$ cat src/design/rk4pa_pkg.sv
// Shared types and constants for the RK4 particle advection stage.
// No dependencies.
package rk4pa_pkg;

  localparam int INDEX_W = 10;
  localparam int COORD_W = 32;
  localparam int DIM_MAX = 3;
  localparam int QUEUE_DEPTH = 4;
  localparam int MAX_PARTICLES_DEF = 1024;
  localparam int DIMENSIONS_DEF = 3;

  // Substep codes (value of the stage register)
  localparam logic [1:0] STAGE0 = 2'd0;
  localparam logic [1:0] STAGE1 = 2'd1;
  localparam logic [1:0] STAGE2 = 2'd2;
  localparam logic [1:0] STAGE3 = 2'd3;

  // Configuration register indexes
  localparam logic CFG_STAGE     = 1'b0;
  localparam logic CFG_TIME_STEP = 1'b1;

  // Velocity operand of one axis, in sign/magnitude form, with the axis position
  typedef struct packed {
    logic        neg;
    logic [32:0] mag;
    logic [31:0] pos;
  } lane_t;

  // Classified word handed from front to back
  typedef struct packed {
    logic [INDEX_W-1:0]       index;
    logic [INDEX_W-1:0]       row;
    logic [1:0]               op;
    lane_t [DIM_MAX-1:0]      lane;
  } entry_t;

endpackage

$ cat src/design/rk4pa_queue.sv
// Short FIFO of classified words between front and back.
// Uses rk4pa_pkg.
module rk4pa_queue (
  input  logic              clk,
  input  logic              rst,
  input  logic              push_valid,
  output logic              push_ready,
  input  rk4pa_pkg::entry_t push_entry,
  output logic              pop_valid,
  input  logic              pop,
  output rk4pa_pkg::entry_t pop_entry
);

  localparam int PTR_W = $clog2(rk4pa_pkg::QUEUE_DEPTH);

  rk4pa_pkg::entry_t mem [rk4pa_pkg::QUEUE_DEPTH];
  logic [PTR_W-1:0]  wr_ptr;
  logic [PTR_W-1:0]  rd_ptr;
  logic [PTR_W:0]    count;
  logic              do_push;
  logic              do_pop;

  assign push_ready = count < (PTR_W+1)'(rk4pa_pkg::QUEUE_DEPTH);
  assign pop_valid  = count != '0;
  assign do_push    = push_valid && push_ready;
  assign do_pop     = pop && pop_valid;
  assign pop_entry  = mem[rd_ptr];

  always_ff @(posedge clk) begin
    if (rst) begin
      wr_ptr <= '0;
      rd_ptr <= '0;
      count  <= '0;
    end else begin
      if (do_push) wr_ptr <= wr_ptr + 1'b1;
      if (do_pop)  rd_ptr <= rd_ptr + 1'b1;
      count <= count + (PTR_W+1)'(do_push) - (PTR_W+1)'(do_pop);
    end
  end

  always_ff @(posedge clk) begin
    if (do_push) begin
      mem[wr_ptr] <= push_entry;
    end
  end

  a_count_bound: assert property (@(posedge clk) disable iff (rst)
    count <= (PTR_W+1)'(rk4pa_pkg::QUEUE_DEPTH))
    else $error("queue count beyond depth");

  a_no_pop_empty: assert property (@(posedge clk) disable iff (rst)
    (count == '0) |-> !do_pop)
    else $error("pop from empty queue");

endmodule

$ cat config.mk
export PLATFORM = sky130hd
export DESIGN_NAME = rk4pa_queue
export DESIGN_NICKNAME = d
export VERILOG_FILES = /design/src/design/rk4pa_pkg.sv /design/src/design/rk4pa_queue.sv
export SDC_FILE = /design/constraint.sdc
export NUM_CORES = 1
export LEC_CHECK = 0
export BUFFER_PORTS_ARGS = -buffer_cell sky130_fd_sc_hd__clkbuf_2
export CORE_MARGIN = 2
export CORE_UTILIZATION = 35
export CTS_CLUSTER_SIZE = 25
export DETAILED_ROUTE_END_ITERATION = 8
export SYNTH_ARGS = -nofsm -noshare
export SYNTH_HDL_FRONTEND = slang
export SYNTH_SLANG_ARGS = --single-unit
$ cat constraint.sdc
create_clock -name clk -period 6.13 [get_ports clk]
set_clock_uncertainty 0.05 [all_clocks]
set_input_delay 0.613 -clock clk [delete_from_list [all_inputs] [get_ports clk]]
set_output_delay 0.613 -clock clk [all_outputs]
set_load 0.05 [all_outputs]
* Word-level counts from Yosys, hierarchy flattened
Memory sizes are Yosys's and may differ from the RTL's. A register that Yosys moved wholly into a read port is not among the register bits.
Index checks and enable logic that the tools add are counted.
** Word-level totals
- Word-level logic and storage cells :: 16
- Output and inout bits :: 222
- Memories :: 1
- Memory bits (writable) :: 880
- Bits of input ports :: 224
- Register bits after elaboration :: 7
** Cells by class
- Multiplexer cells :: 4
- $lt $le $gt $ge :: 1
- Reductions and logical operators :: 3
- $add $sub $neg :: 4
** Memory list
- mem :: words 4, width 220, rd ports 1, clocked after memory_dff 1, write ports 1, RTL line rk4pa_queue.sv:16 : rk4pa_pkg::entry_t mem [rk4pa_pkg::QUEUE_DEPTH];
** Operators with widths (count)
- adder 2 x 1 -> 2 bit (second input constant) :: 2
- two-way mux 2 bit :: 2
- adder 3 x 1 -> 3 bit :: 1
- < comparator 3 bit (second input constant) :: 1
- nonzero test 3 bit :: 1
- subtractor 3 x 1 -> 3 bit :: 1
- logical AND 1 bit :: 2
- two-way mux 1 bit :: 2

* Longest topological paths before layout
Gate-level depths: netlist of the first run.
- Word-level depth :: 4
- Gate-level depth with buffers :: 10
- Gate-level depth less buffers :: 9

* Worst setup path after synthesis of the first run
OpenSTA, ideal clock, no wires.
- Kind :: in2reg
- Start point :: input port push_valid
- End point :: memory mem[1][0] (netlist bit), enable pin
- Stages on the path :: 3
- Setup time :: 0.608 ns
- Required time :: 5.472 ns
- Slack :: -0.524 ns
- Arrival :: 5.996 ns
- Buffers on the path :: 1
- Path through :: nor2b_1 > clkbuf_1 > and2_1
** Between the ends
- Cells in the longest elaborated chain, start to end :: 3
** RTL lines
- start, declared :: RTL line rk4pa_queue.sv:6 : input logic push_valid,
- logical AND 1 bit :: RTL line rk4pa_queue.sv:25 : assign do_push = push_valid && push_ready;
- two-way mux 1 bit :: RTL line rk4pa_queue.sv:42 : if (do_push) begin
- two-way mux 1 bit (implied by the code) :: RTL line rk4pa_queue.sv:43 : mem[wr_ptr] <= push_entry;
- end, declared :: RTL line rk4pa_queue.sv:16
Every way passes these cells.

==> impl_metrics.tcl, run 1 <==
set metrics [dict create \
    ys_types 21 \
    status "finished, final reports clean" \
    path_cells "buf_12 > mux4_2 > clkbuf_2" \
    hpwlAfterDp_um 36900 \
    grt_setup_unrepaired "false" \
    syn_inst 1195 \
    routed_wl_um 64300 \
    top_layer_used "met5" \
    r2r_slack_ps 3260 \
    gp_congestion 0.721 \
    hold_violations 0 \
    drt_iter0_markers 1051 \
    hold_path_end "mem[0][204]" \
    io_pins 446 \
    clock_latency_ps 640 \
    timing.rr.start "count[2]" \
    cp_max_fo 141 \
    fmax_mhz 263 \
    grt_max_degree 142 \
    worstPathArrival_ps 3140 \
    post_cts_buffers 0 \
    clockRootBuffer "clkbuf_16" \
    drive_above_1_share_pct 46.2 \
    finalSetupViolations 0 \
    core_um2 91700 \
    io_buffer_count 445 \
    antenna_found_initial 12 \
    reg2regPathDepth 3 \
    ys_seq_area_share_pct 82.1 \
    first_global_vias 15291 \
    die_height_um 308 \
    tightest_slew_ps 1100 \
    crit_family "buffers and inverters" \
    grt_util_all_layers_pct 13.5 \
    end_kind "output port" \
    fp-row-count 111 \
    cts_tree "yes" \
    final_nets 1931 \
    holdPathStages 1 \
    synthesis.area_um2 32400 \
    tns_ps 0 \
    ctsHoldBuffers 0 \
    first_pass_iters 4 \
    crit_buf_inv 2 \
    via_count 14308 \
    ir_worst_vdd_mv 0.318 \
    yosysWarnings 0 \
    synth_nets 1426 \
    r2r-end "mem[3][186]" \
    overflow 0 \
    grt_pass1_wl_um 95800 \
    cap_violations 0 \
    clockBufferDepth 3 \
    p_total_w 0.0184 \
    hp-start "push_entry[204]" \
    start_util_pct 35.4 \
    whs_ps 122 \
    leakagePower_nw 12.8 \
    post-route-drc-count 0 \
    crit_type "reg2out" \
    h-tree-depth 3 \
    powerDensity_nw_per_um2 475 \
    synth_area_per_cell_um2 27.1 \
    critPathMaxStageDelay_ps 810 \
    cts_resized 0 \
    path_clk_slew_ps 60 \
    maxSlewHeadroom_pct 26.8 \
    final.period_utilization_pct 62.1 \
    min_period_ps 3810 \
    viasPerCell 4.83 \
    wl_met2_um 31400 \
    drt-met1-wl_um 25600 \
    start_kind "register" \
    die_w_um 308 \
    crit_required_ps 5470 \
    cts_buffers 95 \
    die-area_um2 95100 \
    route.met3.wl_um 5800 \
    n_fill_cell 7913 \
    cpMaxStageDelayCell "dfxtp_4" \
    synth-seq-cells 889 \
    wl_per_cell_um 21.7 \
    maxSlewViolCount 0 \
    syn2layout_area_growth_pct 19.7 \
    holdCritPathClass "in2reg" \
    cts_num_sinks 889 \
    antenna_left 0 \
]
registers in the layout, indices dropped and copies added (netlist names), named ones only:
register,count
count,3
wr_ptr,2
rd_ptr,2
mem,880
per-layer routing:
metal  global-route usage [%]  vias up
met5                        0        -
met4                     4.17       20
met3                     5.27      112
met2                     21.9      413
met1                     16.7     7539
li1                         -     6224
kinds of logic after synthesis:
family                     Yosys count  share of synthesized area (%)
and+or+nand+nor                     14                          0.224
muxes                              221                           15.3
buffers and inverters               57                           1.89
xor gates and xnor gates             5                          0.135
adders and majority gates            7                          0.293
AOI/OAI and AO/OA                    2                         0.0541
DFF                                889                           82.1
how the worst max path moves through the flow:
stage | endpoint | depth (start not counted)
floorplan | mem[0][0] | 3
detailed placement | mem[2][6] | 4
global placement | mem[2][2] | 4
global route | pop_entry[17] | 3
finish | pop_entry[153] | 3
CTS | pop_entry[17] | 3
synth_stat cells:
master	count	area (um2)
edfxtp_1	880	26400
mux4_2	220	4950
buf_12	22	440
buf_2	20	100
dfxtp_1	9	180
inv_1	7	26.3
ha_1	6	75.1
nor2_1	6	22.5
and2_1	4	25.0
xnor2_1	4	35.0
clkbuf_1	3	11.3
nor2b_1	3	18.8
buf_1	2	7.51
buf_4	2	15.0
buf_6	1	11.3
fa_1	1	20.0
mux2i_1	1	10.0
o311ai_0	1	8.76
o31a_1	1	8.76
or3_1	1	6.26
xor2_1	1	8.76
area by class of cell:
type / count / area [um2] / share of cell area, %
diodes: 2 / 5.00 / 0.0129
repair buffers: 458 / 2470 / 6.38
well taps: 1186 / 1480 / 3.83
inverters: 7 / 26.3 / 0.0677
clock buffers: 113 / 2440 / 6.30
multi-input cells: 249 / 5200 / 13.4
flip-flops and latches: 889 / 26600 / 68.6
clock inverters: 58 / 542 / 1.40
per-stage QoR:
step	utilization (%)	setup WS [ps]	area [um2]	instances
3_5_place_dp	39.1	2780	35800	2789
4_1_cts	42.3	2250	38800	2960
6_report	42.3	2320	38800	2962
2_1_floorplan	-	1940	32400	1195
3_3_place_gp	39.1	2810	35800	2789
5_1_grt	42.3	2120	38800	2961
power by group:
part	switching, W	internal, W
Sequential	0.000179	0.00734
Combinational	0.00387	0.00159
Clock	0.00227	0.00319
cells in the final DEF (no fill, tap or decap), types with 8 or more instances in the layout:
master and instances:
edfxtp_1 880, clkbuf_2 445, mux4_2 220, clkbuf_16 95
clkinv_1 18, clkbuf_1 18, clkinv_2 16, buf_12 12
bufinv_16 8
(Power assumes the default switching activity.)
==> run 2: changes to the inputs <==
Settings changed: ABC_AREA from default to 1.
Clock period 6.13 ns to 3.84 ns, I/O delays scaled along.
==> run 2 against run 1 <==
Net effect:
- sequential power is 60% higher
- core utilization is 2.5 points higher
- largest power group unchanged
- global-route usage is 3.1 points higher
- combinational power is 68% higher
==> impl_metrics.tcl, run 2 <==
set metrics [dict create \
    status "finished, final reports clean" \
    post-route-util_pct 44.8 \
    yosysTopAreaCell "edfxtp_1" \
    cts_tree "yes" \
    first_pass_iters 6 \
    power.switching_w 0.0112 \
    clock_latency_ps 640 \
    synth-edff-count 880 \
    crit_family "buffers and inverters" \
    ys_types 22 \
    cts_buffers 93 \
    post-route-drc-count 0 \
    min_period_ps 3460 \
    hpwlAfterDp_um 47300 \
    grt_max_degree 209 \
    fp-row-count 112 \
    gp_congestion 0.786 \
    cts_resized 0 \
    start_kind "register" \
    powerDensity_nw_per_um2 715 \
    yosys-top-cells-count "edfxtp_1 (880), nor2_1 (451), o21ai_0 (353), o22ai_1 (220), o21ai_1 (89)" \
    reg2regPathDepth 5 \
    synth_nets 2419 \
    synth_most_common_cell "edfxtp_1" \
    die_height_um 311 \
    holdCritPathClass "in2reg" \
    yosysWarnings 0 \
    core_um2 93500 \
    cts_num_sinks 889 \
    layout_common_cells "edfxtp_1 (880), nor2_1 (447), clkbuf_2 (445), o21ai_0 (353), dlygate4sd3_1 (222)" \
    top_register "mem" \
    grt_setup_unrepaired "false" \
    tightest_slew_ps 1150 \
    wl_per_cell_um 19.8 \
    grt_util_all_layers_pct 16.6 \
    via_count 20847 \
    async_flop_share_pct 0 \
    clockBufferDepth 3 \
    synth-seq-cells 889 \
    share_comb_of_total_power_pct 30.7 \
    cp_max_fo 160 \
    synthesis.area_um2 33100 \
    routed_wl_um 82800 \
    crit_required_ps 3410 \
    critPathMaxStageDelay_ps 550 \
    setup_ws_ps 380 \
    drive_above_1_share_pct 21.8 \
    final_nets 3089 \
    hp-start "push_valid" \
    hold_path_end "wr_ptr[1]" \
    viasPerCell 4.97 \
    drt_iter0_markers 1618 \
    leakagePower_nw 14.6 \
    final.period_utilization_pct 90.1 \
    place_ws_ps 1160 \
    hold_violations 0 \
    ys_seq_area_share_pct 80.5 \
    crit_buf_inv 3 \
    maxSlewHeadroom_pct 23.4 \
    r2r_slack_ps 1690 \
    synthFlopType "edfxtp_1" \
    timing.rr.start "count[2]" \
    largest_register_ffs 880 \
    die-area_um2 96900 \
    holdPathStages 3 \
    intPower_w 0.0188 \
    cap_violations 0 \
    antenna_found_initial 7 \
    ir_worst_vdd_mv 0.494 \
    io_buffer_count 445 \
    cpMaxStageDelayCell "dfxtp_4" \
    die_w_um 311 \
    maxSlewViolCount 0 \
    fmax_mhz 289 \
    syn_inst 2188 \
    path_cells "clkinv_8 > buf_12 > o21ai_0 > o22ai_1 > clkbuf_2" \
    antenna_left 0 \
    overflow 0 \
    grt_pass1_wl_um 125000 \
    synth_area_per_cell_um2 15.1 \
    crit_type "reg2out" \
    path_clk_slew_ps 60 \
    r2r-end "mem[3][159]" \
    start_util_pct 35.4 \
    reg_top3 "mem x880, count x3" \
    synth_top_area_share_pct 79.9 \
    seqPwrFrac_pct 39.9 \
    clock_power_share_pct 29.4 \
    swShare_pct 37.4 \
    finalSetupViolations 0 \
    h-tree-depth 3 \
    io_pins 446 \
    yosys-top-cells-area "edfxtp_1 (80%), o21ai_0 (5.3%), nor2_1 (5.1%), o22ai_1 (4.2%), o21ai_1 (1.3%)" \
    worstPathArrival_ps 3030 \
    first_global_vias 21347 \
    end_kind "output port" \
    syn2layout_area_growth_pct 26.8 \
    clockRootBuffer "clkbuf_16" \
    mostFrequentLayoutCell "edfxtp_1" \
]
-- run 2: cell types whose count changed after synthesis, moves of 5 or more --
cell	before	now
a21oi_1	0	5
buf_12	22	0
buf_4	2	11
buf_6	1	35
buf_8	0	5
clkbuf_1	3	69
inv_1	7	15
mux4_2	220	0
nand2_1	0	9
nor2_1	6	451
o21ai_0	0	353
o21ai_1	0	89
o22ai_1	0	220
-- run 2: cells by family after synthesis --
family                   count (synthesis)  synth area share, %
flip-flops                             889                 80.5
buffers and inverters                  162                 3.04
AND/OR/NAND/NOR                        462                 5.25
adder cells (fa/ha/maj)                  7                0.288
AO/OA/AOI/OAI                          668                 11.0
-- run 2: through the flow --
step | instance area (um2) | cells | total power (W) | setup TNS, ps | hold slack [ps]
floorplan | 33100 | 2188 | 0.0189 | -546410 | 398
global placement | 36700 | 3795 | 0.0211 | 0 | 418
detailed placement | 36700 | 3795 | 0.0212 | 0 | 437
CTS | 41900 | 4187 | 0.0303 | 0 | 62.8
global route | 41900 | 4190 | 0.0312 | 0 | 114
finish | 41900 | 4191 | 0.0300 | 0 | 139
-- run 2: power groups by stage --
stage / combinational, W / sequential, W / clock (W)
finish: 0.00920 / 0.0120 / 0.00880
global route: 0.00975 / 0.0120 / 0.00942
CTS: 0.00930 / 0.0120 / 0.00902
detailed placement: 0.00907 / 0.0122 / 0
global placement: 0.00895 / 0.0121 / 0
floorplan: 0.00666 / 0.0122 / 0
-- run 2: final cells by class --
cell class | count | area, um2
multi-input combinational | 1137 | 5490
clock buffer | 115 | 2460
clock inverter | 55 | 541
fill | 8195 | 51600
inverter | 17 | 85.1
sequential | 889 | 26600
antenna | 4 | 10.0
tap | 1254 | 1570
timing repair buffer | 720 | 5150
-- run 2: per-layer routing --
| layer | track usage [%] | up-vias | wire, um | part of all wire, % |
|---|---|---|---|---|
| met5 | 0 | - | 33 | 0.040 |
| met4 | 6.49 | 6 | 2420 | 2.9 |
| met3 | 3.53 | 134 | 4740 | 5.7 |
| met2 | 29.0 | 583 | 42300 | 51 |
| met1 | 20.1 | 10456 | 33300 | 40 |
| li1 | - | 9668 | - | - |
-- run 2: worst max-delay path by stage --
stage,slack (ps),to,cells after the start,startpoint
after CTS,430,pop_entry[86],5,register
after global routing,130,pop_entry[115],5,register
after detailed placement,1160,pop_entry[86],5,register
after global placement,1160,pop_entry[88],5,register
final,380,pop_entry[115],5,register
after floorplan,-630,mem[0][0],3,count[2]
-- run 2: worst min-delay path: stages --
cell and delay, ps:
clkbuf_2 100, nand2_4 190, a21oi_1 100
-- run 2: repair_timing --
action / 4_1_cts / 5_1_grt
hold buffers: 222 / 0
endpoints found under the hold margin: 883 / 0
setup buffers: 0 / 0
